==> src/design/slx_pkg.sv <==
// Shared types, constants and character-class helpers for the source lexer.
`default_nettype none

package slx_pkg;

    // Field widths
    localparam int BYTE_W = 8;
    localparam int CLS_W  = 3;
    localparam int POS_W  = 20;
    localparam int LINE_W = 20;
    localparam int LEN_W  = 16;
    localparam int KW_W   = 40;

    // Saturation limits
    localparam logic [LINE_W-1:0] LINE_MAX = '1;
    localparam logic [LEN_W-1:0]  LEN_MAX  = '1;

    // Request queue between front and back
    localparam int QDEPTH = 4;
    localparam int QAW    = $clog2(QDEPTH);

    // Token classes
    localparam logic [CLS_W-1:0] CLS_PUNCT = 3'd0;
    localparam logic [CLS_W-1:0] CLS_INT   = 3'd1;
    localparam logic [CLS_W-1:0] CLS_IDENT = 3'd2;
    localparam logic [CLS_W-1:0] CLS_IF    = 3'd3;
    localparam logic [CLS_W-1:0] CLS_ELSE  = 3'd4;
    localparam logic [CLS_W-1:0] CLS_WHILE = 3'd5;
    localparam logic [CLS_W-1:0] CLS_EOF   = 3'd6;

    // Characters
    localparam logic [BYTE_W-1:0] CH_NUL   = 8'h00;
    localparam logic [BYTE_W-1:0] CH_NL    = 8'h0A;
    localparam logic [BYTE_W-1:0] CH_SPACE = 8'h20;
    localparam logic [BYTE_W-1:0] CH_SLASH = 8'h2F;
    localparam logic [BYTE_W-1:0] CH_UNDER = 8'h5F;

    // Keyword spellings, low byte is the last letter
    localparam logic [KW_W-1:0] KW_IF    = 40'h00_0000_6966;
    localparam logic [KW_W-1:0] KW_ELSE  = 40'h00_656C_7365;
    localparam logic [KW_W-1:0] KW_WHILE = 40'h77_6869_6C65;

    // One token
    typedef struct packed {
        logic [CLS_W-1:0]  cls;
        logic [BYTE_W-1:0] pbyte;
        logic [LINE_W-1:0] line;
        logic [POS_W-1:0]  start;
        logic [LEN_W-1:0]  len;
    } tok_t;

    // Tokens caused by one byte: one or two
    typedef struct packed {
        logic two;
        tok_t t0;
        tok_t t1;
    } rec_t;

    function automatic logic is_digit(input logic [BYTE_W-1:0] b);
        is_digit = (b >= 8'h30) && (b <= 8'h39);
    endfunction

    function automatic logic is_ident(input logic [BYTE_W-1:0] b);
        is_ident = (b == CH_UNDER) || is_digit(b) ||
                   ((b >= 8'h61) && (b <= 8'h7A)) ||
                   ((b >= 8'h41) && (b <= 8'h5A));
    endfunction

    function automatic logic is_space(input logic [BYTE_W-1:0] b);
        is_space = (b == CH_SPACE) || ((b >= 8'h09) && (b <= 8'h0D));
    endfunction

endpackage

`default_nettype wire

==> src/design/slx_front.sv <==
// Front end: scanner state, byte classification and token building.
`default_nettype none

module slx_front
    import slx_pkg::*;
(
    input  wire logic              aclk,
    input  wire logic              aresetn,
    input  wire logic              accept,
    input  wire logic [BYTE_W-1:0] source_byte,
    output logic                   push,
    output rec_t                   push_data
);

    typedef enum logic [5:0] {
        M_IDLE    = 6'b000001,
        M_INT     = 6'b000010,
        M_IDENT   = 6'b000100,
        M_SLASH   = 6'b001000,
        M_COMMENT = 6'b010000,
        M_DONE    = 6'b100000
    } mode_t;

    mode_t             mode_reg, mode_next;
    logic [POS_W-1:0]  pos_reg, pos_next;
    logic [LINE_W-1:0] line_reg, line_next;
    logic [POS_W-1:0]  pstart_reg, pstart_next;
    logic [LINE_W-1:0] pline_reg, pline_next;
    logic [LEN_W-1:0]  plen_reg, plen_next;
    logic [KW_W-1:0]   kw_reg, kw_next;

    logic cont;
    logic tok_a_v, tok_b_v;
    tok_t tok_a, tok_b;

    // Identifier class from length and the first five letters
    function automatic logic [CLS_W-1:0] ident_class(input logic [LEN_W-1:0] len,
                                                     input logic [KW_W-1:0] kw);
        if (len == LEN_W'(2) && kw == KW_IF)
            ident_class = CLS_IF;
        else if (len == LEN_W'(4) && kw == KW_ELSE)
            ident_class = CLS_ELSE;
        else if (len == LEN_W'(5) && kw == KW_WHILE)
            ident_class = CLS_WHILE;
        else
            ident_class = CLS_IDENT;
    endfunction

    // Next-state and token logic for one byte
    always_comb begin
        mode_next   = mode_reg;
        pos_next    = pos_reg;
        line_next   = line_reg;
        pstart_next = pstart_reg;
        pline_next  = pline_reg;
        plen_next   = plen_reg;
        kw_next     = kw_reg;
        cont        = 1'b0;
        tok_a_v     = 1'b0;
        tok_b_v     = 1'b0;
        tok_a       = '0;
        tok_b       = '0;

        if (accept && mode_reg != M_DONE) begin
            unique case (mode_reg)
                M_INT:     cont = is_digit(source_byte);
                M_IDENT:   cont = is_ident(source_byte);
                M_SLASH:   cont = (source_byte == CH_SLASH);
                M_COMMENT: cont = (source_byte != CH_NUL) && (source_byte != CH_NL);
                default:   cont = 1'b0;
            endcase

            if (cont) begin
                // Token or comment goes on
                if (mode_reg == M_SLASH) begin
                    mode_next = M_COMMENT;
                end else if (mode_reg == M_INT || mode_reg == M_IDENT) begin
                    if (plen_reg < LEN_W'(5))
                        kw_next = {kw_reg[KW_W-BYTE_W-1:0], source_byte};
                    if (plen_reg != LEN_MAX)
                        plen_next = plen_reg + LEN_W'(1);
                end
                pos_next = pos_reg + POS_W'(1);
            end else begin
                // Close the pending token
                tok_a.line  = pline_reg;
                tok_a.start = pstart_reg;
                tok_a.len   = plen_reg;
                unique case (mode_reg)
                    M_INT: begin
                        tok_a_v   = 1'b1;
                        tok_a.cls = CLS_INT;
                    end
                    M_IDENT: begin
                        tok_a_v   = 1'b1;
                        tok_a.cls = ident_class(plen_reg, kw_reg);
                    end
                    M_SLASH: begin
                        tok_a_v     = 1'b1;
                        tok_a.cls   = CLS_PUNCT;
                        tok_a.pbyte = CH_SLASH;
                        tok_a.len   = LEN_W'(1);
                    end
                    default: tok_a_v = 1'b0;
                endcase
                mode_next = M_IDLE;

                // Handle the byte from between tokens
                tok_b.line  = line_reg;
                tok_b.start = pos_reg;
                if (source_byte == CH_NUL) begin
                    tok_b_v   = 1'b1;
                    tok_b.cls = CLS_EOF;
                    mode_next = M_DONE;
                end else if (is_space(source_byte)) begin
                    if (source_byte == CH_NL && line_reg != LINE_MAX)
                        line_next = line_reg + LINE_W'(1);
                end else if (is_digit(source_byte) || is_ident(source_byte) ||
                             source_byte == CH_SLASH) begin
                    if (is_digit(source_byte))
                        mode_next = M_INT;
                    else if (is_ident(source_byte))
                        mode_next = M_IDENT;
                    else
                        mode_next = M_SLASH;
                    pstart_next = pos_reg;
                    pline_next  = line_reg;
                    plen_next   = LEN_W'(1);
                    kw_next     = KW_W'(source_byte);
                end else begin
                    tok_b_v     = 1'b1;
                    tok_b.cls   = CLS_PUNCT;
                    tok_b.pbyte = source_byte;
                    tok_b.len   = LEN_W'(1);
                end

                if (source_byte != CH_NUL)
                    pos_next = pos_reg + POS_W'(1);
            end
        end
    end

    // Pack the request for the queue
    always_comb begin
        push           = tok_a_v || tok_b_v;
        push_data.two  = tok_a_v && tok_b_v;
        push_data.t0   = tok_a_v ? tok_a : tok_b;
        push_data.t1   = tok_b;
    end

    // Scanner state
    always_ff @(posedge aclk) begin
        if (!aresetn) begin
            mode_reg   <= M_IDLE;
            pos_reg    <= '0;
            line_reg   <= LINE_W'(1);
            pstart_reg <= '0;
            pline_reg  <= LINE_W'(1);
            plen_reg   <= '0;
            kw_reg     <= '0;
        end else begin
            mode_reg   <= mode_next;
            pos_reg    <= pos_next;
            line_reg   <= line_next;
            pstart_reg <= pstart_next;
            pline_reg  <= pline_next;
            plen_reg   <= plen_next;
            kw_reg     <= kw_next;
        end
    end

endmodule

`default_nettype wire

==> src/design/slx_fifo.sv <==
// Short request queue between the front end and the output stage.
`default_nettype none

module slx_fifo
    import slx_pkg::*;
(
    input  wire logic aclk,
    input  wire logic aresetn,
    input  wire logic push,
    input  wire rec_t push_data,
    output logic      full,
    input  wire logic pop,
    output rec_t      pop_data,
    output logic      empty
);

    rec_t           mem_reg [QDEPTH];
    logic [QAW-1:0] wr_ptr_reg, rd_ptr_reg;
    logic [QAW:0]   cnt_reg;

    assign full     = (cnt_reg == (QAW+1)'(QDEPTH));
    assign empty    = (cnt_reg == '0);
    assign pop_data = mem_reg[rd_ptr_reg];

    // Entry storage
    always_ff @(posedge aclk) begin
        if (push)
            mem_reg[wr_ptr_reg] <= push_data;
    end

    // Pointers and fill count
    always_ff @(posedge aclk) begin
        if (!aresetn) begin
            wr_ptr_reg <= '0;
            rd_ptr_reg <= '0;
            cnt_reg    <= '0;
        end else begin
            if (push)
                wr_ptr_reg <= wr_ptr_reg + QAW'(1);
            if (pop)
                rd_ptr_reg <= rd_ptr_reg + QAW'(1);
            if (push && !pop)
                cnt_reg <= cnt_reg + (QAW+1)'(1);
            else if (pop && !push)
                cnt_reg <= cnt_reg - (QAW+1)'(1);
        end
    end

endmodule

`default_nettype wire

==> src/design/slx_back.sv <==
// Output stage: holds one request and hands out its tokens one at a time.
`default_nettype none

module slx_back
    import slx_pkg::*;
(
    input  wire logic               aclk,
    input  wire logic               aresetn,
    input  wire logic               q_empty,
    input  wire rec_t               q_data,
    output logic                    q_pop,
    output logic                    m_valid,
    input  wire logic               m_ready,
    output logic [CLS_W-1:0]        m_token_class,
    output logic [BYTE_W-1:0]       m_punct_byte,
    output logic [LINE_W-1:0]       m_token_line,
    output logic [POS_W-1:0]        m_token_start,
    output logic [LEN_W-1:0]        m_token_length,
    output logic                    m_last_result
);

    rec_t rec_reg;
    logic valid_reg;
    logic idx_reg;
    logic is_last;
    tok_t cur;

    // Current token of the held request
    assign is_last = !rec_reg.two || idx_reg;
    assign cur     = idx_reg ? rec_reg.t1 : rec_reg.t0;
    assign q_pop   = !q_empty && (!valid_reg || (m_ready && is_last));

    assign m_valid        = valid_reg;
    assign m_token_class  = cur.cls;
    assign m_punct_byte   = cur.pbyte;
    assign m_token_line   = cur.line;
    assign m_token_start  = cur.start;
    assign m_token_length = cur.len;
    assign m_last_result  = is_last;

    // Payload register
    always_ff @(posedge aclk) begin
        if (q_pop)
            rec_reg <= q_data;
    end

    // Handout control
    always_ff @(posedge aclk) begin
        if (!aresetn) begin
            valid_reg <= 1'b0;
            idx_reg   <= 1'b0;
        end else if (q_pop) begin
            valid_reg <= 1'b1;
            idx_reg   <= 1'b0;
        end else if (valid_reg && m_ready) begin
            if (is_last)
                valid_reg <= 1'b0;
            else
                idx_reg <= 1'b1;
        end
    end

endmodule

`default_nettype wire

==> src/design/source_lexer_with_keywords_top.sv <==
// Streaming source lexer: one byte in per request, tokens out per request.
//
// Input channel (s_): one source byte per request; a zero byte ends the
// buffer and yields the end-of-file token, after which further bytes are
// taken and dropped until reset. Whitespace and line comments are skipped.
// Output channel (m_): one token per request with class, punctuation byte,
// line, start offset, length and a last flag on the final token of a byte.
// A byte yields zero, one or two tokens.
// Path: a token caused by a byte enters the queue when that byte is
// accepted, then the output register. Throughput: one byte per cycle
// while s_ready is high; a byte that yields two tokens holds the output
// for both, which the four-entry queue between scanner and output absorbs.
// Stall: when m_ready is low the token holds; the queue fills and s_ready
// drops only when all four entries are taken.
// Reset (aresetn, synchronous, active low) returns the scanner to line 1,
// offset 0 and empties the queue and output stage.
`default_nettype none

module source_lexer_with_keywords_top
    import slx_pkg::*;
(
    input  wire logic               aclk,
    input  wire logic               aresetn,
    input  wire logic               s_valid,
    output logic                    s_ready,
    input  wire logic [BYTE_W-1:0]  s_source_byte,
    output logic                    m_valid,
    input  wire logic               m_ready,
    output logic [CLS_W-1:0]        m_token_class,
    output logic [BYTE_W-1:0]       m_punct_byte,
    output logic [LINE_W-1:0]       m_token_line,
    output logic [POS_W-1:0]        m_token_start,
    output logic [LEN_W-1:0]        m_token_length,
    output logic                    m_last_result
);

    logic accept;
    logic push, full, pop, empty;
    rec_t push_data, pop_data;

    assign s_ready = !full;
    assign accept  = s_valid && s_ready;

    // Scanner
    slx_front u_front (
        .aclk        (aclk),
        .aresetn     (aresetn),
        .accept      (accept),
        .source_byte (s_source_byte),
        .push        (push),
        .push_data   (push_data)
    );

    // Request queue
    slx_fifo u_fifo (
        .aclk      (aclk),
        .aresetn   (aresetn),
        .push      (push),
        .push_data (push_data),
        .full      (full),
        .pop       (pop),
        .pop_data  (pop_data),
        .empty     (empty)
    );

    // Output stage
    slx_back u_back (
        .aclk           (aclk),
        .aresetn        (aresetn),
        .q_empty        (empty),
        .q_data         (pop_data),
        .q_pop          (pop),
        .m_valid        (m_valid),
        .m_ready        (m_ready),
        .m_token_class  (m_token_class),
        .m_punct_byte   (m_punct_byte),
        .m_token_line   (m_token_line),
        .m_token_start  (m_token_start),
        .m_token_length (m_token_length),
        .m_last_result  (m_last_result)
    );

endmodule

`default_nettype wire

==> config.mk <==
export PLATFORM = sky130hd
export DESIGN_NAME = source_lexer_with_keywords_top
export DESIGN_NICKNAME = d
export VERILOG_FILES = /design/src/design/slx_pkg.sv /design/src/design/slx_front.sv /design/src/design/slx_fifo.sv /design/src/design/slx_back.sv /design/src/design/source_lexer_with_keywords_top.sv
export SDC_FILE = /design/constraint.sdc
export NUM_CORES = 1
export LEC_CHECK = 0
export BUFFER_PORTS_ARGS = -buffer_cell sky130_fd_sc_hd__buf_2
export CORE_ASPECT_RATIO = 0.8
export CORE_MARGIN = 2
export CORE_UTILIZATION = 35
export DETAILED_ROUTE_END_ITERATION = 16
export GPL_ROUTABILITY_DRIVEN = 0
export HOLD_SLACK_MARGIN = 0.15
export PLACE_DENSITY = 0.61
export RECOVER_POWER = 50
export SKIP_CTS_REPAIR_TIMING = 1
export SYNTH_ARGS = -nofsm -noshare
export SYNTH_HDL_FRONTEND = slang
export SYNTH_SLANG_ARGS = --single-unit
==> constraint.sdc <==
create_clock -name aclk -period 11.78 [get_ports aclk]
set_clock_uncertainty 0.2 [all_clocks]
set_input_delay 1.178 -clock aclk [delete_from_list [all_inputs] [get_ports aclk]]
set_output_delay 1.178 -clock aclk [all_outputs]
set_load 0.05 [all_outputs]
---- Word-level counts from Yosys, hierarchy flattened ----
Memory sizes are Yosys's and may differ from the RTL's. A register that Yosys moved wholly into a read port is not among the register bits.
Cells that the tools add are included.
W data, S select, Z words.
storage, ports and cells
  latch bits .............................. 0
  memories kept ........................... 1
  bits in read-only memories .............. 0
  logic and storage cells ................. 170
  bits of input ports ..................... 12
  RAM bits ................................ 540
  output and inout bits ................... 70
  register bits after elaboration ......... 151
cells by class
  reductions and logical operators ........ 51
  bitwise operators ....................... 5
  shift-type cells ........................ 0
  div/mod/pow operators ................... 0
  $lt $le $gt $ge ......................... 9
  equality and inequality tests ........... 26
  mux-type cells .......................... 59
  $add $sub $neg .......................... 7
  $mul .................................... 0
memory list
  memory          depth  width  rd ports  clocked after memory_dff  write ports  RTL line        source
  u_fifo.mem_reg  4      135    1         1                         1            slx_fifo.sv:17  rec_t mem_reg [QDEPTH];
operators with widths
  operator                 number
  $mux W67                 6
  $mux W40                 7
  $mux W16                 10
  $add A20 B1 Y20 const B  2
  $eq A40 B15 Y1 const B   1
  $eq A40 B31 Y1 const B   1
  $eq A40 B39 Y1 const B   1
  $mux W20                 2
  $mux W6                  6
  $eq A16 B3 Y1 const B    2
  $ne A20 B20 Y1 const B   1
  $mux W3                  6
  $logic_and A1 B1 Y1      17
  $add A16 B1 Y16 const B  1
  $eq A16 B2 Y1 const B    1
  $eq A8 B6 Y1 const B     2
  $ge A8 B7 Y1 const B     2
  $le A8 B7 Y1 const B     2
  $lt A16 B3 Y1 const B    1
  $mux W8                  2
  $ne A16 B16 Y1 const B   1
  $mux W1                  15
  $reduce_and A7 Y1        2
  $mux W11                 1
  32 further kinds         65

---- Depth between registers and ports, before layout ----
Gate-level depths: netlist (run 1).
  depth in word-level cells ............... 17
  gate-level depth with buffers ........... 15

---- Modules after synthesis ----
Synthesis (run 1) repeated with hierarchy kept, for this count alone.
unflattened totals
  cell total of the unflattened synthesis .. 2075
  area total of the unflattened synthesis .. 32936.6 um^2
modules (own cells, without submodules)
  module                          times used  seq. area each (um^2)  area an instance (um^2)  cells each
  slx_fifo                        1           16395.7                19885.3                  748
  slx_front                       1           2842.7                 8029.0                   1103
  slx_back                        1           4093.9                 5012.3                   222
  source_lexer_with_keywords_top  1           0.0                    10.0                     2

---- Worst setup path after synthesis (run 1) ----
Ideal clock, no wire load.
  kind .................................... input port to flip-flop
  start point ............................. in m_ready
  end point ............................... reg u_fifo.cnt_reg[2]
  stages .................................. 9
  slack ................................... 2992 ps
  arrival time ............................ 8517 ps
  required time ........................... 11510 ps
  cells stage by stage .................... nand2_1 a21oi_1 inv_1 ha_1 inv_1 fa_1 xor2_1 or3_1 a21oi_1
between the ends
  cells in the longest elaborated chain, start to end .. 6
  elaborated cells between the ends (all ways) .. 8
RTL lines
  element                                        RTL line                              source
  start: declaration                             source_lexer_with_keywords_top.sv:28  input wire logic m_ready,
  $logic_and A1 B1 Y1 *                          slx_back.sv:31                        assign q_pop = !q_empty && (!valid_reg || (m_ready && is_last));
  $logic_or A1 B1 Y1 *                           slx_back.sv:31
  $logic_and A1 B1 Y1 *                          slx_back.sv:31
  via pop                                        source_lexer_with_keywords_top.sv:38  logic push, full, pop, empty;
  $logic_not A1 Y1                               slx_fifo.sv:42                        if (push && !pop)
  $logic_and A1 B1 Y1                            slx_fifo.sv:42
  $mux W3 or $reduce_bool A2 Y1 (tied branches)  -
  end signal: assignment                         slx_fifo.sv:43                        cnt_reg <= cnt_reg + (QAW+1)'(1);
  end signal: assignment                         slx_fifo.sv:45                        cnt_reg <= cnt_reg - (QAW+1)'(1);
  end: declaration                               slx_fifo.sv:19                        logic [QAW:0] cnt_reg;
The timed path passes the listed nets; every way through them passes the cells marked *.
A chain may end at the register's enable or synchronous reset.

==> results_dict.tcl, run 1 <==
set metrics [dict create \
    drc_errors 0 \
    synth_warnings 0 \
    finalSetupViolCount 0 \
    final_cell_area_mm2 0.0332 \
    drv_slew 582 \
    required_ps 12100 \
    die_w_um 328 \
    crit_cells 6 \
    wl_per_cell_um 20.2 \
    p_leak_uw 0.0104 \
    multi_input_area_mm2 0.00820 \
    clkTransAtPathRegs_ps 60 \
    status "complete, but fails checks" \
    die_area_mm2 0.0865 \
    slowest_stage "clkinvlp_2" \
    power.density_mw_per_mm2 221 \
    clk_latency_ps 610 \
    grt_use_total 0.141 \
    crit_path_end_kind "register" \
    synth_top_cell_area_share 0.601 \
    violations "capacitance limit, slew limit" \
    path_max_fanout 64 \
    hold_path.class "reg -> reg" \
    worst_pin_slew_ps 4690 \
    crit_chain "buf_2 -> clkbuf_1 -> clkinvlp_2 -> buf_4 -> or3_1 -> o22ai_1" \
    yosysMostFrequentCell "edfxtp_1" \
    via_per_inst 5.13 \
    finalNetCount 1890 \
    synth_edf_count 590 \
    clk_path_buf_depth 3 \
    relSlewSlack -2.13 \
    hold_violations 0 \
    yosys-top-cells-area "edfxtp_1 (60%), dfxtp_1 (10%), mux4_2 (9.0%), mux2_2 (3.3%), mux2i_1 (1.7%)" \
    synth_area_mm2 0.0295 \
    whs_ps 252 \
    ios 82 \
    ys_ff_latch 741 \
    grt_pass1_vias 15600 \
    ys_seq_area_frac 0.704 \
    hold-path-cell-count 2 \
    path_buf_inv 4 \
    antenna_cells 0 \
    rsz0062_at_grt "no" \
    gr-total-overflow 0 \
    fin_ws_ps 3590 \
    cap_violations 12 \
    initial_core_util 0.352 \
    synth_cells 1790 \
    routed_wirelength_um 61500 \
    synth_area_leader_cell "edfxtp_1" \
    layout_min_cycle_time_ps 8190 \
    htree_levels 3 \
    grt_max_degree 76 \
    ir_drop_uv 176 \
    ant_nets 0 \
    slowest_delay_ps 3390 \
    dp_hpwl_um 36400 \
    fp-row-count 95 \
    syn_nets 1814 \
    antenna_found_initial 1 \
    grt_pass1_wl_um 94200 \
    synth_commonest_cells "edfxtp_1 (590), dfxtp_1 (151), mux4_2 (118)" \
    reg2reg_setup_slack_ps 3860 \
    reg2reg_depth 5 \
    fmax_mhz 122 \
    cts-root-buf "clkbuf_16" \
    ys.flop_type "edfxtp_1" \
    crit_type "in -> reg" \
    num_vias 15600 \
    initialDrtViolationCount 1316 \
    cp_top_family "buffers and inverters" \
    dieHeight_um 263 \
    tns_ps 0 \
    critPathLaunchType "input port" \
    core_area_mm2 0.0837 \
    cts_buffers 72 \
    min_period_over_period 0.696 \
    place_ws_ps 5610 \
    synthDistinctLibCells 82 \
    layout-drive-gt1-share 0.186 \
    fillCellCount 7629 \
    placed_area_mm2 0.0310 \
    async_flop_share 0 \
    synth_area_per_cell_um2 16.5 \
    drt-pass1-iter-count 7 \
    clock_sinks 741 \
    cts_tree "yes" \
    cp.arrival_ps 8510 \
    areaGrowthSynthToFinish_pct 12.8 \
    largest_register_ffs 472 \
    io_buffers 81 \
    ff_latch_area_mm2 0.0207 \
]
[cell usage in the layout (no fill, tap or decap), drive strengths merged, types with 5 or more instances in the layout]
master,netlist,layout
xnor2,14,14
and2,57,57
or4,6,6
nor4,16,16
mux2,89,89
inv,21,24
mux4,118,118
nand2,65,65
mux2i,51,51
nand2b,43,43
nor2,98,98
buf,46,43
clkbuf,52,150
nand3,69,69
dfxtp,151,151
clkinv,0,29
and3,21,21
nor2b,18,18
nand4,27,27
and4,6,6
or3,10,10
nor3,26,26
o21ai,27,27
bufinv,0,5
a21oi,71,71
ha,11,11
edfxtp,590,590
xor2,18,18
[worst reg2reg max path, cell delays in order (launching register included)]
cell      delay (ps)
dfxtp_1         1110
nand2b_1         370
nand2_1          230
a21oi_4          200
clkbuf_1        3300
clkbuf_1        2030
[cell type report]
cell class / count / area share
tap: 1115 / 0.0420
timing repair buffer: 100 / 0.0136
clock buffer: 93 / 0.0597
clock inverter: 41 / 0.0114
multi-input combinational: 930 / 0.247
sequential: 741 / 0.624
inverter: 21 / 0.00241
[per-layer routing]
layer / track usage / vias to the layer above / part of all wire
met1: 0.207 / 8020 / 0.47
met4: 0.0312 / 0 / 0.016
met5: 0 / - / 0
li1: - / 7116 / -
met3: 0.0255 / 72 / 0.050
met2: 0.218 / 406 / 0.46
[through the flow]
step	total power [µW]	util	std cells
2_1_floorplan	4720	-	1790
3_3_place_gp	5140	0.371	2907
3_5_place_dp	5160	0.371	2907
4_1_cts	7450	0.399	3041
5_1_grt	7660	0.397	3041
6_report	7340	0.397	3041
[worst paths after layout]
path | from | endpoint
worst min register to register | u_front.kw_reg[7] | u_front.kw_reg[7]
worst min-delay path | u_front.kw_reg[7] | u_front.kw_reg[7]
worst max register to register | u_back.idx_reg | u_back.rec_reg[18]
worst max-delay path | aresetn | u_front.plen_reg[14]
[logic make-up after synthesis]
group,count (synthesis),share of synthesized area
buffers and inverters,119,0.0174
xor gates and xnor gates,32,0.00951
and+or+nand+nor,482,0.0888
DFF,741,0.704
muxes,258,0.142
adders and majority gates,12,0.00535
AOI/OAI and AO/OA,146,0.0333
[power breakdown]
part | total, µW | internal, µW | switching, µW
Clock | 2280 | 1310 | 970
Sequential | 3450 | 3310 | 139
Combinational | 1610 | 500 | 1110
(Power assumes the default switching activity.)
==> run 2: changes to the inputs <==
==> constraint.sdc (replaced) <==
create_clock -name aclk -period 7.7 [get_ports aclk]
set_clock_uncertainty 0.2 [all_clocks]
set_input_delay 0.77 -clock aclk [delete_from_list [all_inputs] [get_ports aclk]]
set_output_delay 0.77 -clock aclk [all_outputs]
set_load 0.05 [all_outputs]
==> results_dict.tcl, run 2 (synthesized netlist as in run 1, its figures left out) <==
set metrics [dict create \
    cts_buffers 72 \
    initial_core_util 0.352 \
    antenna_found_initial 4 \
    areaGrowthSynthToFinish_pct 12.7 \
    critPathLaunchType "input port" \
    initialDrtViolationCount 1394 \
    status "complete, but fails checks" \
    relSlewSlack -1.43 \
    drt-pass1-iter-count 9 \
    min_from "u_front.kw_reg[7]" \
    io_buffers 81 \
    met2_usage 0.230 \
    multi_input_area_mm2 0.00819 \
    core_area_mm2 0.0837 \
    via_per_inst 5.21 \
    ff_latch_area_mm2 0.0207 \
    gr-total-overflow 0 \
    clk_latency_ps 610 \
    grt_pass1_vias 16000 \
    die_w_um 328 \
    r2r_end "u_front.pstart_reg[16]" \
    hold_path.class "reg -> reg" \
    power.density_mw_per_mm2 336 \
    final_cells 3037 \
    fmax_mhz 173 \
    met3_usage 0.0277 \
    place_ws_ps 2040 \
    crit_type "in -> reg" \
    final_common_cell "edfxtp_1" \
    reg2reg_setup_slack_ps 2600 \
    routed_wirelength_um 63000 \
    fin_ws_ps 1910 \
    cts_tree "yes" \
    ant_nets 0 \
    hold-path-cell-count 2 \
    largest_register_ffs 472 \
    htree_levels 3 \
    clkTransAtPathRegs_ps 60 \
    cap_violations 9 \
    final_util 0.397 \
    layout_min_cycle_time_ps 5790 \
    min_period_over_period 0.752 \
    reg2reg_from "u_fifo.cnt_reg[0]" \
    grt_use_total 0.145 \
    grt-busiest-layer "met2" \
    finalNetCount 1891 \
    clock_sinks 741 \
    die_area_mm2 0.0865 \
    layout_common_cells "edfxtp_1 (590), dfxtp_1 (149), mux4_2 (118)" \
    cp.arrival_ps 5980 \
    ios 82 \
    path_max_fanout 55 \
    tns_ps 0 \
    clk_path_buf_depth 3 \
    drv_slew 384 \
    grt_max_degree 113 \
    p_total_uw 11100 \
    hold_violations 0 \
    reg2reg_depth 6 \
    dieHeight_um 263 \
    drc_errors 0 \
    use_met1 0.207 \
    layout-drive-gt1-share 0.184 \
    fp-row-count 95 \
    worst_pin_slew_ps 3650 \
    placedCellCount 2908 \
    ir_drop_uv 247 \
    dp_hpwl_um 36500 \
    fillCellCount 7679 \
    grt_pass1_wl_um 96300 \
    rsz0062_at_grt "no" \
    wl_per_cell_um 20.8 \
    antenna_cells 0 \
    violations "capacitance limit, slew limit" \
    num_vias 15800 \
    crit_path_end_kind "register" \
    cts-root-buf "clkbuf_16" \
    required_ps 7890 \
    finalSetupViolCount 0 \
    p_leak_uw 0.0103 \
    crit_path_start "aresetn" \
    whs_endpoint "u_front.kw_reg[7]" \
]
## run 2: how the worst max path moves through the flow
stage               slack, ps  depth (start not counted)                      to
CTS                      2690                         10  u_fifo.mem_reg[1][110]
global route             1610                          7  u_front.pstart_reg[19]
finish                   1910                          6          u_back.idx_reg
detailed placement       2040                         10   u_fifo.mem_reg[1][46]
floorplan                1820                         11       u_fifo.cnt_reg[2]
global placement         2210                         10   u_fifo.mem_reg[1][49]
## run 2: layout make-up
cell class | instances | area share
Sequential cell | 741 | 0.625
Multi-Input combinational cell | 930 | 0.247
Clock buffer | 100 | 0.0618
Tap cell | 1115 | 0.0420
Timing Repair Buffer | 101 | 0.0147
Clock inverter | 29 | 0.00701
Inverter | 21 | 0.00241
## run 2: worst max-delay path, cell delays in order
cell	delay, ps
buf_2	100
buf_4	310
clkinvlp_2	1000
clkbuf_1	2000
clkbuf_1	1580
nor3_1	140
## run 2: stage by stage
step	area, µm²	hold WS [ps]
floorplan	29500	223
global placement	31000	238
detailed placement	31000	244
CTS	33300	260
global route	33200	287
finish	33200	257
## run 2: power breakdown
part	total [µW]	switching [µW]	internal, µW
combinational	2520	1750	767
sequential	5220	172	5040
clock	3410	1450	1960
total	11100	3370	7780
## run 2: routing by layer
layer | routed length [µm] | share of wire | vias to the layer above
met4 | 1040 | 0.016 | 0
li1 | - | - | 7119
met1 | 29000 | 0.46 | 8136
met5 | 0 | 0 | -
met3 | 3730 | 0.059 | 86
met2 | 29200 | 0.46 | 475
==> run 3: changes to the inputs <==
--- a/config.mk
+++ b/config.mk
@@ -12,7 +12,7 @@
 export DETAILED_ROUTE_END_ITERATION = 16
 export GPL_ROUTABILITY_DRIVEN = 0
 export HOLD_SLACK_MARGIN = 0.15
-export PLACE_DENSITY = 0.61
+export PLACE_DENSITY = 0.63
 export RECOVER_POWER = 50
 export SKIP_CTS_REPAIR_TIMING = 1
 export SYNTH_ARGS = -nofsm -noshare
==> constraint.sdc (replaced) <==
create_clock -name aclk -period 4.8 [get_ports aclk]
set_clock_uncertainty 0.2 [all_clocks]
set_input_delay 0.48 -clock aclk [delete_from_list [all_inputs] [get_ports aclk]]
set_output_delay 0.48 -clock aclk [all_outputs]
set_load 0.05 [all_outputs]
==> results_dict.tcl, run 3 (synthesized netlist as in run 1, its figures left out) <==
set metrics [dict create \
    status "complete, but fails checks" \
    path_max_fanout 47 \
    grt_max_degree 122 \
    largest_register_ffs 472 \
    violations "capacitance limit, slew limit" \
    layout_common_cells "edfxtp_1 (590), dfxtp_1 (149), mux4_2 (118)" \
    ios 82 \
    fp-row-count 95 \
    final_common_cell "edfxtp_1" \
    grt_pass1_wl_um 96000 \
    layout_min_cycle_time_ps 4070 \
    whs_ps 113 \
    final_util 0.401 \
    clock_sinks 741 \
    power.density_mw_per_mm2 540 \
    finalSetupViolCount 0 \
    p_leak_uw 0.0106 \
    cts_tree "yes" \
    placedCellCount 2915 \
    cap_violations 5 \
    clk_path_buf_depth 3 \
    finalNetCount 1906 \
    die_w_um 328 \
    num_vias 15700 \
    htree_levels 3 \
    drc_errors 0 \
    cp.arrival_ps 4200 \
    hold_violations 0 \
    p_total_uw 18100 \
    ir_drop_uv 353 \
    clk_latency_ps 610 \
    cts-root-buf "clkbuf_16" \
    dieHeight_um 263 \
    via_per_inst 5.14 \
    crit_path_end_kind "register" \
    hold_path.class "in -> reg" \
    core_area_mm2 0.0837 \
    grt_use_total 0.144 \
    dp_hpwl_um 36400 \
    fmax_mhz 246 \
    io_buffers 81 \
    crit_type "reg -> reg" \
    critPathLaunchType "register" \
    gr-total-overflow 0 \
    grt_pass1_vias 16300 \
    required_ps 4930 \
    routed_wirelength_um 62200 \
    ant_nets 0 \
    antenna_found_initial 1 \
    clkTransAtPathRegs_ps 60 \
    final_cells 3057 \
    initial_core_util 0.352 \
    drv_slew 270 \
    min_period_over_period 0.847 \
    die_area_mm2 0.0865 \
    areaGrowthSynthToFinish_pct 14.0 \
    layout-drive-gt1-share 0.195 \
    tns_ps 0 \
    wl_per_cell_um 20.3 \
    worst_pin_slew_ps 2430 \
    cts_buffers 73 \
    drt-pass1-iter-count 5 \
    rsz0062_at_grt "no" \
    initialDrtViolationCount 1304 \
    relSlewSlack -0.617 \
]
## run 3: cell count changes in the layout (fill, tap and decap cells not counted), moves of 5 or more
cell	change
clkbuf_8	-5
buf_12	+10
clkbuf_1	-35
mux2_1	+21
buf_2	+31
mux2_2	-21
dlygate4sd3_1	+7
## run 3: worst paths after layout
| kind | from | to | slack, ps | cells past startpoint |
|---|---|---|---|---|
| setup reg to reg | u_front.mode_reg[0] | u_fifo.mem_reg[0][108] | 730 | 7 |
| hold / removal | s_source_byte[5] | u_front.kw_reg[5] | 110 | 3 |
| hold reg to reg | u_front.pstart_reg[15] | u_front.pstart_reg[15] | 260 | 2 |
| setup / recovery | u_front.mode_reg[0] | u_fifo.mem_reg[0][108] | 730 | 7 |
## run 3: worst max-delay path, stage by stage (launching register included)
cell	delay [ps]
dfxtp_1	350
or4_1	650
o311ai_0	340
clkbuf_1	510
nor3_4	110
clkbuf_2	670
and2_0	540
mux2_1	410
## run 3: metrics by stage
stage | setup WS [ps] | cell area [µm²]
floorplan | 232 | 29500
detailed placement | 1060 | 31200
global placement | 1060 | 31200
finish | 734 | 33600
CTS | 1180 | 33600
global route | 491 | 33600
## run 3: final cells by class
| type | count | area, µm² |
|---|---|---|
| Multi-Input combinational cell | 930 | 8170 |
| Timing Repair Buffer | 115 | 790 |
| Tap cell | 1115 | 1400 |
| Sequential cell | 741 | 20700 |
| Inverter | 21 | 80.1 |
| Antenna cell | 1 | 2.50 |
| Clock inverter | 36 | 384 |
| Fill cell | 7644 | 50100 |
| Clock buffer | 98 | 2010 |
## run 3: power by group
part / switching [µW] / internal [µW]
sequential: 351 / 8100
clock: 2370 / 3340
combinational: 2730 / 1260
total: 5450 / 12700
## run 3: per-layer routing
layer / wire length [µm] / up-vias / track usage
li1: - / 7150 / -
met1: 28500 / 8059 / 0.200
met2: 29400 / 414 / 0.232
met3: 3240 / 75 / 0.0303
met4: 957 / 0 / 0.0348
met5: 0 / - / 0
